<file path="src/hdl/sbus_enc_pkg.sv">
// ----------------------------------------------------------------------------
// sbus_enc_pkg
// Types and constants shared by the SBUS frame encoder.
// ----------------------------------------------------------------------------
package sbus_enc_pkg;

    localparam int NUM_CHANNELS_DEF     = 16;
    localparam int BITS_PER_CHANNEL_DEF = 11;

    localparam int         DATA_LEN    = 22;
    localparam logic [7:0] START_BYTE  = 8'h0F;
    localparam logic [7:0] STOP_BYTE   = 8'h00;
    localparam logic [7:0] FLAGS_RESET = 8'h03;

    localparam logic CMD_SET  = 1'b0;
    localparam logic CMD_SEND = 1'b1;

    typedef struct packed {
        logic        cmd;
        logic [7:0]  channel;
        logic [15:0] value;
    } t_in;

    typedef struct packed {
        logic [7:0] frame_byte;
        logic       last;
    } t_out;

    typedef enum logic [2:0] {
        ST_IDLE,
        ST_START,
        ST_DATA,
        ST_FLAGS,
        ST_STOP
    } t_state;

endpackage

</file>
<file path="src/hdl/sbus_frame_encoder_core.sv">
// ----------------------------------------------------------------------------
// sbus_frame_encoder_core
// Stores servo channel values and streams 25-byte SBUS frames on request.
// ----------------------------------------------------------------------------
// set beat: no output, next beat accepted in the next cycle
// send beat: first byte goes from the START state to the output register; 25
//   output beats, with one channel at a time loaded into the shared bit packer
//   between them, input stalled until the stop byte is issued
// reset (synchronous, active low): channel values zero, flags byte 0x03
// ----------------------------------------------------------------------------
module sbus_frame_encoder_core #(
    parameter int NUM_CHANNELS     = sbus_enc_pkg::NUM_CHANNELS_DEF,
    parameter int BITS_PER_CHANNEL = sbus_enc_pkg::BITS_PER_CHANNEL_DEF
) (
    input  logic               i_clk,
    input  logic               i_rst_n,
    input  logic               i_valid,
    output logic               o_stall,
    input  sbus_enc_pkg::t_in  i_data,
    output logic               o_valid,
    input  logic               i_stall,
    output sbus_enc_pkg::t_out o_data,
    input  logic               i_cfg_we,
    input  logic [7:0]         i_cfg_data
);

    localparam int CH_W  = (NUM_CHANNELS > 1) ? $clog2(NUM_CHANNELS) : 1;
    localparam int CHC_W = $clog2(NUM_CHANNELS + 1);
    localparam int BUF_W = BITS_PER_CHANNEL + 8;
    localparam int CNT_W = $clog2(BUF_W + 1);
    localparam int BYT_W = $clog2(sbus_enc_pkg::DATA_LEN);

    logic [BITS_PER_CHANNEL-1:0] r_chan [NUM_CHANNELS];
    logic [7:0]                  r_flags;

    sbus_enc_pkg::t_state r_state, n_state;
    logic [BUF_W-1:0]     r_buf, n_buf;
    logic [CNT_W-1:0]     r_cnt, n_cnt;
    logic [CHC_W-1:0]     r_ch, n_ch;
    logic [BYT_W-1:0]     r_byte, n_byte;
    logic                 r_out_valid, n_out_valid;
    sbus_enc_pkg::t_out   r_out, n_out;

    logic in_take;
    logic can_push;
    logic set_hit;

    assign o_stall  = (r_state != sbus_enc_pkg::ST_IDLE);
    assign in_take  = i_valid && !o_stall;
    assign can_push = !r_out_valid || !i_stall;
    assign set_hit  = in_take && (i_data.cmd == sbus_enc_pkg::CMD_SET)
                      && ({24'd0, i_data.channel} < 32'(NUM_CHANNELS));
    assign o_valid  = r_out_valid;
    assign o_data   = r_out;

    always_comb begin
        n_state     = r_state;
        n_buf       = r_buf;
        n_cnt       = r_cnt;
        n_ch        = r_ch;
        n_byte      = r_byte;
        n_out_valid = r_out_valid && i_stall;
        n_out       = r_out;

        case (r_state)
            sbus_enc_pkg::ST_IDLE: begin
                if (in_take && i_data.cmd == sbus_enc_pkg::CMD_SEND) begin
                    n_state = sbus_enc_pkg::ST_START;
                    n_buf   = '0;
                    n_cnt   = '0;
                    n_ch    = '0;
                    n_byte  = '0;
                end
            end
            sbus_enc_pkg::ST_START: begin
                if (can_push) begin
                    n_out_valid      = 1'b1;
                    n_out.frame_byte = sbus_enc_pkg::START_BYTE;
                    n_out.last       = 1'b0;
                    n_state          = sbus_enc_pkg::ST_DATA;
                end
            end
            sbus_enc_pkg::ST_DATA: begin
                if (r_cnt < CNT_W'(8) && r_ch < CHC_W'(NUM_CHANNELS)) begin
                    // append the next channel above the bits still pending
                    n_buf = r_buf | (BUF_W'(r_chan[r_ch[CH_W-1:0]]) << r_cnt);
                    n_cnt = r_cnt + CNT_W'(BITS_PER_CHANNEL);
                    n_ch  = r_ch + CHC_W'(1);
                end else if (can_push) begin
                    n_out_valid      = 1'b1;
                    n_out.frame_byte = r_buf[7:0];
                    n_out.last       = 1'b0;
                    n_buf            = r_buf >> 8;
                    n_cnt            = (r_cnt >= CNT_W'(8)) ? r_cnt - CNT_W'(8) : '0;
                    n_byte           = r_byte + BYT_W'(1);
                    if (r_byte == BYT_W'(sbus_enc_pkg::DATA_LEN - 1)) begin
                        n_state = sbus_enc_pkg::ST_FLAGS;
                    end
                end
            end
            sbus_enc_pkg::ST_FLAGS: begin
                if (can_push) begin
                    n_out_valid      = 1'b1;
                    n_out.frame_byte = r_flags;
                    n_out.last       = 1'b0;
                    n_state          = sbus_enc_pkg::ST_STOP;
                end
            end
            sbus_enc_pkg::ST_STOP: begin
                if (can_push) begin
                    n_out_valid      = 1'b1;
                    n_out.frame_byte = sbus_enc_pkg::STOP_BYTE;
                    n_out.last       = 1'b1;
                    n_state          = sbus_enc_pkg::ST_IDLE;
                end
            end
            default: begin
                n_state = sbus_enc_pkg::ST_IDLE;
            end
        endcase
    end

    always_ff @(posedge i_clk) begin
        if (!i_rst_n) begin
            r_state     <= sbus_enc_pkg::ST_IDLE;
            r_out_valid <= 1'b0;
        end else begin
            r_state     <= n_state;
            r_out_valid <= n_out_valid;
        end
    end

    always_ff @(posedge i_clk) begin
        r_buf  <= n_buf;
        r_cnt  <= n_cnt;
        r_ch   <= n_ch;
        r_byte <= n_byte;
        r_out  <= n_out;
    end

    // channel store and flags register
    always_ff @(posedge i_clk) begin
        if (!i_rst_n) begin
            for (int k = 0; k < NUM_CHANNELS; k++) begin
                r_chan[k] <= '0;
            end
            r_flags <= sbus_enc_pkg::FLAGS_RESET;
        end else begin
            if (set_hit) begin
                r_chan[i_data.channel[CH_W-1:0]] <= i_data.value[BITS_PER_CHANNEL-1:0];
            end
            if (i_cfg_we) begin
                r_flags <= i_cfg_data;
            end
        end
    end

endmodule
</file>
<file path="config.mk">
export PLATFORM = sky130hd
export DESIGN_NAME = sbus_frame_encoder_core
export DESIGN_NICKNAME = d
export VERILOG_FILES = /design/src/hdl/sbus_enc_pkg.sv /design/src/hdl/sbus_frame_encoder_core.sv
export SDC_FILE = /design/constraint.sdc
export NUM_CORES = 1
export LEC_CHECK = 0
export BUFFER_PORTS_ARGS = -buffer_cell sky130_fd_sc_hd__buf_4
export CORE_MARGIN = 3
export CORE_UTILIZATION = 50
export CTS_BUF_LIST = sky130_fd_sc_hd__clkbuf_4
export CTS_CLUSTER_SIZE = 28
export DETAILED_ROUTE_END_ITERATION = 10
export PLACE_DENSITY = 0.67
export REMOVE_ABC_BUFFERS = 1
export SYNTH_ARGS = -nofsm -noshare
export SYNTH_HDL_FRONTEND = slang
export SYNTH_SLANG_ARGS = --single-unit
</file>
<file path="constraint.sdc">
create_clock -name i_clk -period 7 [get_ports i_clk]
set_input_delay 0.7 -clock i_clk [delete_from_list [all_inputs] [get_ports i_clk]]
set_output_delay 0.7 -clock i_clk [all_outputs]
set_load 0.02 [all_outputs]
</file>
After elaboration in Yosys (flattened, before gate mapping)

Memories as Yosys holds them, arrays and structs flattened. A register that Yosys moved wholly into a read port is not among the register bits.
Cells that the tools add are included.
W data, S select, Z words.

Bits in registers: 55
Bits in writable memories: 176
Bits of input ports: 38
Memories: 1

Add/subtract/negate cells: 4
Order comparisons: 4
Eq/ne operators: 14
Shift operators: 1
Muxes and demuxes: 39
Bitwise logic cells: 2
Reduce and logical (&&, ||, !) cells: 21

Memory list:

| name   | words | width | read ports | clocked after memory_dff | write ports | RTL line                      | text |
|---|---|---|---|---|---|---|---|
| r_chan | 16    | 11    | 1          | 1                        | 16          | sbus_frame_encoder_core.sv:33 | `logic [BITS_PER_CHANNEL-1:0] r_chan [NUM_CHANNELS];` |

Operators by type and width:

| operator              | number |
|---|---|
| $mux W19              | 3 |
| $mux W9               | 5 |
| $pmux W19 S2          | 1 |
| $pmux W9 S4           | 1 |
| $mux W5               | 7 |
| $pmux W5 S2           | 3 |
| $mux W3               | 7 |
| $or A19 B19 Y19       | 1 |
| $shl A11 B5 Y19       | 1 |
| $ne A2 B2 Y1 const B  | 8 |
| $pmux W3 S5           | 1 |
| $mux W11              | 1 |
| $reduce_or A11 Y1     | 1 |
| $add A5 B1 Y5 const B | 2 |
| $lt A8 B5 Y1 const B  | 1 |
| $mux W4               | 2 |
| $mux W1               | 7 |
| $reduce_and A7 Y1     | 1 |
| $eq A3 B2 Y1 const B  | 2 |
| $logic_and A1 B1 Y1   | 6 |
| $reduce_and A3 Y1     | 2 |
| $reduce_and A6 Y1     | 1 |
| $add A5 B4 Y5 const B | 1 |
| $eq A5 B5 Y1 const B  | 1 |
| other kinds (17)      | 19 |

Depth between registers and ports, before layout

Gate-level depths: netlist of run 1.

Word-level depth: 10
Mapped depth: 10
Gate-level depth less buffers: 8

Worst setup path before layout of run 1

Ideal clock, no wire load.

Path kind: register to register
From: reg r_cnt[3]
To: reg r_buf[0] (enable)
Arrival time: 5.331 ns
Required time: 6.464 ns
Path slack: 1.132 ns
Cell stages (with the launch flop): 9
Cells stage by stage: edfxtp_1 > clkbuf_1 > inv_1 > ha_1 > inv_1 > nor2_1 > clkbuf_1 > nor3_1 > a2111oi_0

Longest elaborated chain between the ends: 4

RTL lines:

| element                     | RTL line                       | text |
|---|---|---|
| from (decl)                 | sbus_frame_encoder_core.sv:38  | `logic [CNT_W-1:0] r_cnt, n_cnt;` |
| from (signal assigned)      | sbus_frame_encoder_core.sv:135 | `r_cnt <= n_cnt;` |
| $lt A5 B4 Y1                | sbus_frame_encoder_core.sv:84  | `if (r_cnt < CNT_W'(8) && r_ch < CHC_W'(NUM_CHANNELS)) begin` |
| $logic_and A1 B1 Y1         | sbus_frame_encoder_core.sv:84  |  |
| $ne A3 B3 Y1 (no line)      | n/a                            |  |
| $reduce_and A3 Y1 (no line) | n/a                            |  |
| to (signal assigned)        | sbus_frame_encoder_core.sv:134 | `r_buf <= n_buf;` |
| to (decl)                   | sbus_frame_encoder_core.sv:37  | `logic [BUF_W-1:0] r_buf, n_buf;` |

Every way passes these cells.
A chain may end at the register's enable or synchronous reset.

==> flow_summary.toml, run 1 <==
[outcome]
outcome = "complete, no violations"

[worst_setup_path]
worstSetupEndpointType = "flop"
cp-start-kind = "flop"
cp_cell_sequence = "nor3_1 -> inv_1 -> nor4_1 -> nor4b_2 -> nor2b_1 -> nand2b_1 -> nor3_1 -> buf_4 -> nand2b_1"
reg2reg_to = "r_chan[0][8]"
cp.arrival_ps = 3890
r2r_start = "r_state[0]"
reg2reg_depth = 9
crit_fanout = 17
path_buf_inv = 2
r2r_setup_slack_ps = 3390
critPathMaxStageDelay_ps = 570
slowest_stage = "dfxtp_1"
cp_top_family = "simple AND/OR/NAND/NOR gates"
cp.required_ps = 7280
critPathKind = "flop to flop"

[place]
pre_cts_slack_ps = 3370
place_inst = 1222
hpwl_mm = 17.8
place.gp.congestion = 0.901
numPortBuffers = 43

[worst_hold_path]
hp-class = "primary input to flop"
hold_path_startpoint = "i_cfg_data[1]"
hold_end = "r_flags[1]"
worst_hold_path.num_cells = 3

[clocking]
cts_resized = 0
clk_pin_slew_ps = 60
htreeDepth = 2
root_buffer = "clkbuf_4"
cts_buffers = 60
clock-sinks = 235
clkLatencyLatePin_ps = 700
cts_tree = "yes"
post_cts_buffers = 0
clockBufferDepth = 3
postCtsHoldBufs = 0

[cells_and_area]
fin_nets = 1015
layout-drive-gt1-share_pct = 21.0
post_layout_nonfiller_instances = 1331
area_growth_pct = 11.5

[route]
ant_nets = 0
vias = 7530
drtIter0Drc = 618
wl_mm = 27.6
route.detailed.drc = 0
routed_via_density = 5.66
drtPass1Iterations = 5
wire_per_inst_um = 20.8

[synthesis]
syn_area_per_cell_um2 = 12.8
yosys_most_used_dff = "edfxtp_1"
synth.area.top_cells = "edfxtp_1 56%, and2_1 9.9%, mux4_2 6.4%"
synth_top_area_share_pct = 56.4
yosysTopAreaCell = "edfxtp_1"
async_flop_share_pct = 0
syn_inst = 910
yosysUniqueCellTypes = 63
synth-edff-count = 219
synth_area_um2 = 11700
ys_ff_latch = 235
yosysSeqAreaShare_pct = 59.2
synth_warnings = 0

[power_and_ir_drop]
finalPower_uw = 4390
ir_worst_vdd_v = 0.000151
p_leak_uw = 0.00485
power_density_nw_per_um2 = 338

[sta]
worst_slack_ps = 3390
max_slew_margin_pct = 29.0
fin_crit_ps = 3610
final-hold-violation-count = 0
final-max-slew-violation-count = 0
clock_skew_ps = 51.6
max_freq_ghz = 0.277
timing.final.crit_share_pct = 51.6
setup_tns_ps = 0
rsz0062_at_grt = "no"
setup_violations = 0
worst_pin_slew_ps = 1060

[run]
maxCapViolCount = 0

[floorplan]
fp.dieH_um = 159
dieArea_um2 = 25200
die_w_um = 159
ios = 49
start_util_pct = 51.2
core_area_um2 = 22800
num_rows = 55

[global_route]
grt_pass1_vias = 7458
grt_max_degree = 48
gr-total-overflow = 0
grt_pass1_wl_mm = 42.7
grtUsageTotal_pct = 22.5
antenna_found_initial = 1
kinds of logic after synthesis:
group / after synthesis / share of synthesized area (%)
AND/OR/NAND/NOR: 343 / 16.4
XOR/XNOR: 8 / 0.601
AO/OA/AOI/OAI: 146 / 8.22
flip-flops: 235 / 59.2
multiplexers: 90 / 11.8
buffers and inverters: 82 / 3.21
adder cells (fa/ha/maj): 6 / 0.644
cells in the final DEF, fill, tap and decap left out, types with 28 or more instances in the layout:
| cell type | instances |
|---|---|
| and2_1 | 184 |
| nor2_1 | 56 |
| mux2i_1 | 48 |
| buf_4 | 65 |
| edfxtp_1 | 219 |
| mux4_2 | 33 |
| nand2_1 | 32 |
| a21oi_1 | 34 |
| clkbuf_4 | 94 |
| o21ai_0 | 28 |
sequential cells by signal, indices dropped and copies added, names as in the netlist, named ones only:
register  count
r_state       3
r_cnt         5
o_valid       1
r_ch          5
r_buf        19
r_chan      176
r_byte        5
o_data        9
r_flags       8
cells in the mapped netlist (4+ instances only):
library cell  count
nand2b_1         14
nor3_1           15
buf_2             5
buf_4             4
a211oi_1          7
mux2_2            6
dfxtp_1          16
a22oi_1           7
o22ai_1          15
nor2b_1          14
a22o_1            4
o21ai_0          31
nand2_1          32
nand3_1          13
xor2_1            4
a21oi_1          34
inv_1            14
ha_1              6
xnor2_1           4
clkbuf_1         51
nor2_1           56
mux2i_1          48
or2_2             4
mux4_2           33
a221o_1           6
edfxtp_1        219
and2_1          184
a31oi_1           9
tightest hold or removal path, stage by stage:
cell and delay (ps):
buf_4 80, mux2i_1 60, nand2_1 60
routing by layer:
layer  up-vias  wire (um)  track usage, %
met4         0        633            7.29
met2       235      12900            35.1
met1      3724      12400            32.2
met3        52       1670            4.16
li1       3519          -               -
met5         -          0               0
through the flow:
step	hold slack, ps	utilization (%)	cell area [um^2]
after floorplan	440	-	11300
after global placement	455	53.7	12200
after detailed placement	459	53.7	12200
after CTS	181	57.0	13000
after global routing	209	57.1	13000
final	247	57.1	13000
power breakdown:
group	total, uW	leakage [uW]	switching, uW	internal [uW]
combinational	1380	0.00202	849	527
sequential	1860	0.00236	136	1730
clock	1150	0.000462	545	607
total	4390	0.00485	1530	2860
how the worst max path moves through the flow:
| stage | cells after the start | from | to | slack, ps |
|---|---|---|---|---|
| 2_1_floorplan | 6 | r_cnt[3] | r_buf[0] | 900 |
| 3_3_place_gp | 9 | i_rst_n | r_chan[0][7] | 3450 |
| 3_5_place_dp | 9 | i_rst_n | r_chan[0][6] | 3370 |
| 4_1_cts | 9 | r_state[0] | r_chan[0][2] | 3310 |
| 5_1_grt | 9 | r_state[0] | r_chan[0][8] | 3050 |
| 6_report | 9 | r_state[0] | r_chan[0][8] | 3390 |
cell type report:
class                      instances  area (um^2)
fill                            1922         9780
sequential                       235         6900
multi-input combinational        593         4390
clock buffer                      94          706
timing repair buffer              65          488
tap                              313          392
inverter                          16         60.1
clock inverter                    14         58.8
antenna                            1         2.50
No activity file was read; power rests on OpenSTA's default activity.
==> inputs of run 2 (changes only) <==
Settings changed: ABC_AREA set to 1.
Clock period 7 ns to 3.5 ns, I/O delays scaled along.
==> run 2 against run 1 <==
Effect of this change:
- die area shrank 1.9%
- critical endpoint is now r_buf[10]
- clock power grew 100%
- critical path type unchanged
- non-clock buffer count grew 19
- largest cell class unchanged
- routed wire length grew 3.9%
==> flow_summary.toml, run 2 <==
[outcome]
outcome = "complete, no violations"

[cells_and_area]
fill_cells = 1978
final_cell_area_um2 = 12800
area_growth_pct = 12.3
final_common_cell = "nor2_1"
fin_nets = 1382
final-seq-area_um2 = 6900
layout-drive-gt1-share_pct = 13.1
multi_input_area_um2 = 3770
largest_register_ffs = 176
largest-register = "r_chan"
layout_common_cells = "284 x nor2_1, 272 x nand2_1, 219 x edfxtp_1"

[power_and_ir_drop]
power_density_nw_per_um2 = 713
ir_worst_vdd_v = 0.000304
p_leak_uw = 0.00547

[route]
drtIter0Drc = 1007
drtPass1Iterations = 6
routed_via_density = 5.48
ant_nets = 0
wl_mm = 28.7
wire_per_inst_um = 17.3
route.detailed.drc = 0
vias = 9113

[worst_setup_path]
cp.required_ps = 3900
r2r_setup_slack_ps = 720
crit_fanout = 99
critPathKind = "flop to flop"
worstSetupEndpointType = "flop"
cp-start-kind = "flop"
cp.arrival_ps = 3180

[synthesis]
synth_warnings = 0
syn_area_per_cell_um2 = 8.99
synth-edff-count = 219
syn_inst = 1270
async_flop_share_pct = 0
synth_most_common_cell = "nor2_1"
synth.area.top_cells = "edfxtp_1 58%, nor2_1 9.3%, nand2_1 8.9%"
yosysTopAreaCell = "edfxtp_1"
yosys_most_used_dff = "edfxtp_1"
synth_top_area_share_pct = 57.6
synth_common_cells = "284 x nor2_1, 272 x nand2_1, 219 x edfxtp_1, 153 x nand3_1, 94 x inv_1"
yosysUniqueCellTypes = 34
ys_ff_latch = 235
yosysSeqAreaShare_pct = 60.4
synth_area_um2 = 11400

[sta]
final-max-slew-violation-count = 0
whs_ps = 53.0
rsz0062_at_grt = "no"
timing.final.crit_share_pct = 79.4
setup_tns_ps = 0
clock_skew_ps = 60.7
setup_violations = 0
max_slew_margin_pct = 28.6
final-hold-violation-count = 0
fin_crit_ps = 2780
worst_pin_slew_ps = 1070
max_freq_ghz = 0.360

[place]
postPlaceCellArea_um2 = 11900
place.gp.congestion = 0.927
hpwl_mm = 18.4
numPortBuffers = 43

[floorplan]
start_util_pct = 51.5
dieArea_um2 = 24700
num_rows = 54
fp.dieH_um = 157
core_area_um2 = 22200
ios = 49
die_w_um = 157

[global_route]
grt_max_degree = 100
grt_pass1_vias = 8484
antenna_found_initial = 1
grt_pass1_wl_mm = 45.0
gr-total-overflow = 0
grtUsageTotal_pct = 23.3

[clocking]
htreeDepth = 2
cts_tree = "yes"
clockBufferDepth = 3
clkLatencyLatePin_ps = 700
root_buffer = "clkbuf_4"
post_cts_buffers = 0
clock-sinks = 235
clk_pin_slew_ps = 70
cts_buffers = 59

[worst_hold_path]
hold_path_startpoint = "i_cfg_we"
hp-class = "primary input to flop"

[run]
maxCapViolCount = 0
-- run 2: layout make-up --
cell class / instances / share of cell area, %
Sequential cell: 235 / 53.8
Multi-Input combinational cell: 858 / 29.4
Clock buffer: 92 / 5.38
Timing Repair Buffer: 84 / 5.23
Inverter: 100 / 2.93
Tap cell: 280 / 2.73
Clock inverter: 13 / 0.507
Antenna cell: 2 / 0.0390
-- run 2: kinds of logic (layout without fill, tap and decap cells) --
family                     Yosys count  in the layout  synth area share [%]
DFF                                235            235                  60.4
and+or+nand+nor                    728            728                  26.1
other                                0              2                     0
xor gates and xnor gates             2              2                 0.153
adders and majority gates            6              6                 0.657
AOI/OAI and AO/OA                  119            119                  5.80
buffers and inverters              177            289                  6.61
muxes                                3              3                 0.296
-- run 2: report_power, final --
group / internal (uW) / total, uW / switching (uW)
sequential: 3550 / 3800 / 249
clock: 1190 / 2310 / 1110
combinational: 918 / 3050 / 2130
total: 5660 / 9150 / 3490
-- run 2: metal layers --
metal,GRT usage [%],routed length (um),share of wire [%]
met1,33.4,12500,43
met4,7.85,722,2.5
met2,36.4,13200,46
met3,3.96,2380,8.3
met5,0,0,0
-- run 2: repair_timing --
item                                   4_1_cts  5_1_grt
hold buffers                                16        0
endpoints found under the hold margin        9        0
gates resized for setup                      0        0
-- run 2: worst paths after layout --
| check | end | cells after the start |
|---|---|---|
| worst max-delay path | r_buf[10] | 12 |
| worst min-delay path | r_flags[5] | 3 |
| worst max register to register | r_buf[10] | 12 |
| worst min register to register | r_flags[0] | 2 |
-- run 2: metrics by stage --
| stage | utilization [%] | power (uW) | std cells | worst slack (ps) |
|---|---|---|---|---|
| 2_1_floorplan | - | 5810 | 1193 | -582 |
| 3_3_place_gp | 53.7 | 6800 | 1541 | 763 |
| 3_5_place_dp | 53.7 | 6840 | 1541 | 683 |
| 4_1_cts | 57.9 | 9160 | 1662 | 713 |
| 5_1_grt | 57.9 | 9720 | 1664 | 485 |
| 6_report | 57.9 | 9150 | 1664 | 722 |
-- run 2: critical path, cell delays in order, from the launching register on --
cell and delay [ps]:
dfxtp_2 330, buf_4 710, nand2_1 130, o211ai_1 150
nand3_1 180, nand3_1 170, nand3_1 130, nand3_1 130
nand2_1 140, a21oi_1 150, nand2_1 70, nand2_1 60
nand2_1 50
==> inputs of run 3 (changes only) <==
Settings changed: PLACE_DENSITY 0.67 to 0.69.
Clock period 3.5 ns to 2.5 ns, I/O delays scaled along.
==> run 3 against run 2 <==
Effect of this change:
- critical path depth is 2 lower
- count of clock-buffer cells in the layout is 11 lower
- power is 40% higher
- die area stayed put
- critical endpoint is now r_buf[15]
- largest cell class unchanged
==> flow_summary.toml, run 3 (same netlist as run 2, synthesis figures left out) <==
[sta]
rsz0062_at_grt = "no"
setup_violations = 0
whs_ps = 74.4
timing.final.crit_share_pct = 93.4
final-max-slew-violation-count = 0
max_freq_ghz = 0.428
final-hold-violation-count = 0
fin_crit_ps = 2330
worst_pin_slew_ps = 786
max_slew_margin_pct = 47.6
clock_skew_ps = 55.4

[worst_hold_path]
hp-class = "primary input to flop"
hold_end = "r_flags[1]"
worst_hold_path.num_cells = 4
hold_path_startpoint = "i_cfg_we"

[place]
numPortBuffers = 43
hpwl_mm = 18.1
place.gp.congestion = 0.906
place_inst = 1566

[run]
maxCapViolCount = 0

[route]
routed_via_density = 5.41
drtIter0Drc = 840
wire_per_inst_um = 16.7
wl_mm = 28.2
vias = 9121
ant_nets = 0
drtPass1Iterations = 7
route.detailed.drc = 0

[clocking]
clk_pin_slew_ps = 70
clock-sinks = 235
root_buffer = "clkbuf_4"
cts_buffers = 58
clockBufferDepth = 3
post_cts_buffers = 0
cts_tree = "yes"
cts_resized = 0
clkLatencyLatePin_ps = 710
htreeDepth = 2

[worst_setup_path]
reg2reg_to = "r_buf[15]"
path_common_cell = "nand3_1"
worstSetupEndpointType = "flop"
crit_fanout = 59
slowest_stage = "dfxtp_2"
path_buf_inv = 2
cp_top_family = "simple AND/OR/NAND/NOR gates"
cp_cell_sequence = "inv_2 -> buf_12 -> o21ai_0 -> nand3_1 -> nand3_1 -> nand3_1 -> nand3_1 -> nand3_1 -> o211ai_1 -> a21oi_1"
cp-start-kind = "flop"
r2r_setup_slack_ps = 170
cp.required_ps = 2900
critPathMaxStageDelay_ps = 510
crit_cells = 10
cp.arrival_ps = 2730
reg2reg_depth = 10
critPathKind = "flop to flop"

[floorplan]
core_area_um2 = 22200
die_w_um = 157
num_rows = 54
dieArea_um2 = 24700
start_util_pct = 51.5
fp.dieH_um = 157
ios = 49

[global_route]
antenna_found_initial = 1
grtUsageTotal_pct = 23.0
grt_pass1_vias = 8835
grt_max_degree = 64
grt_pass1_wl_mm = 45.0
gr-total-overflow = 0

[cells_and_area]
largest_register_ffs = 176
area_growth_pct = 14.1
layout-drive-gt1-share_pct = 13.6
fin_nets = 1408
largest-register = "r_chan"
layout_common_cells = "284 x nor2_1, 272 x nand2_1, 219 x edfxtp_1"
final_common_cell = "nor2_1"
post_layout_nonfiller_instances = 1685

[power_and_ir_drop]
power_density_nw_per_um2 = 981
ir_worst_vdd_v = 0.000483
p_leak_uw = 0.00557

[outcome]
outcome = "complete, no violations"
[run 3: worst reg2reg max path, delay by kind of cell (launching register included)]
family / cells / cell delay (ps)
compound gates: 3 / 680
buf+inv: 2 / 280
flops: 1 / 510
simple gates: 5 / 620
[run 3: through the flow]
step                      TNS [ps]  util, %  instance area [um^2]  setup WS, ps  total power (uW)
after floorplan             -31880        -                 11000         -1580              8130
after global placement           0     54.8                 12200           260              9660
after detailed placement         0     54.8                 12200           239              9740
after CTS                        0     58.8                 13000           223             12800
after global routing             0     58.8                 13000          15.3             13600
final                            0     58.8                 13000           166             12800
[run 3: layout make-up]
class | count | area [um^2]
Clock buffer | 81 | 608
Multi-Input combinational cell | 858 | 3770
Sequential cell | 235 | 6900
Fill cell | 2034 | 9130
Inverter | 100 | 375
Antenna cell | 1 | 2.50
Timing Repair Buffer | 111 | 941
Clock inverter | 19 | 82.6
Tap cell | 280 | 350
[run 3: repair_timing]
item | 4_1_cts | 5_1_grt
hold buffers | 18 | 0
endpoints found under the setup margin | 0 | 0
hold endpoints to repair | 9 | 0
[run 3: worst max path at each step]
stage	start	end	slack (ps)
3_3_place_gp	flop	r_buf[10]	260
4_1_cts	r_cnt[3]	o_valid	220
5_1_grt	r_cnt[3]	o_valid	20
2_1_floorplan	flop	r_buf[10]	-1580
6_report	flop	r_buf[15]	170
3_5_place_dp	flop	r_buf[15]	240
[run 3: metal layers]
metal,vias up,global-route usage (%),share of wire (%)
li1,4440,-,-
met1,4268,31.2,43
met2,368,38.1,48
met3,45,3.68,7.4
met4,0,7.98,1.9
met5,-,0,0
[run 3: report_power, final]
| part | switching, uW | internal [uW] | total (uW) |
|---|---|---|---|
| combinational | 3060 | 1450 | 4510 |
| clock | 1510 | 1490 | 3000 |
| sequential | 305 | 4960 | 5270 |
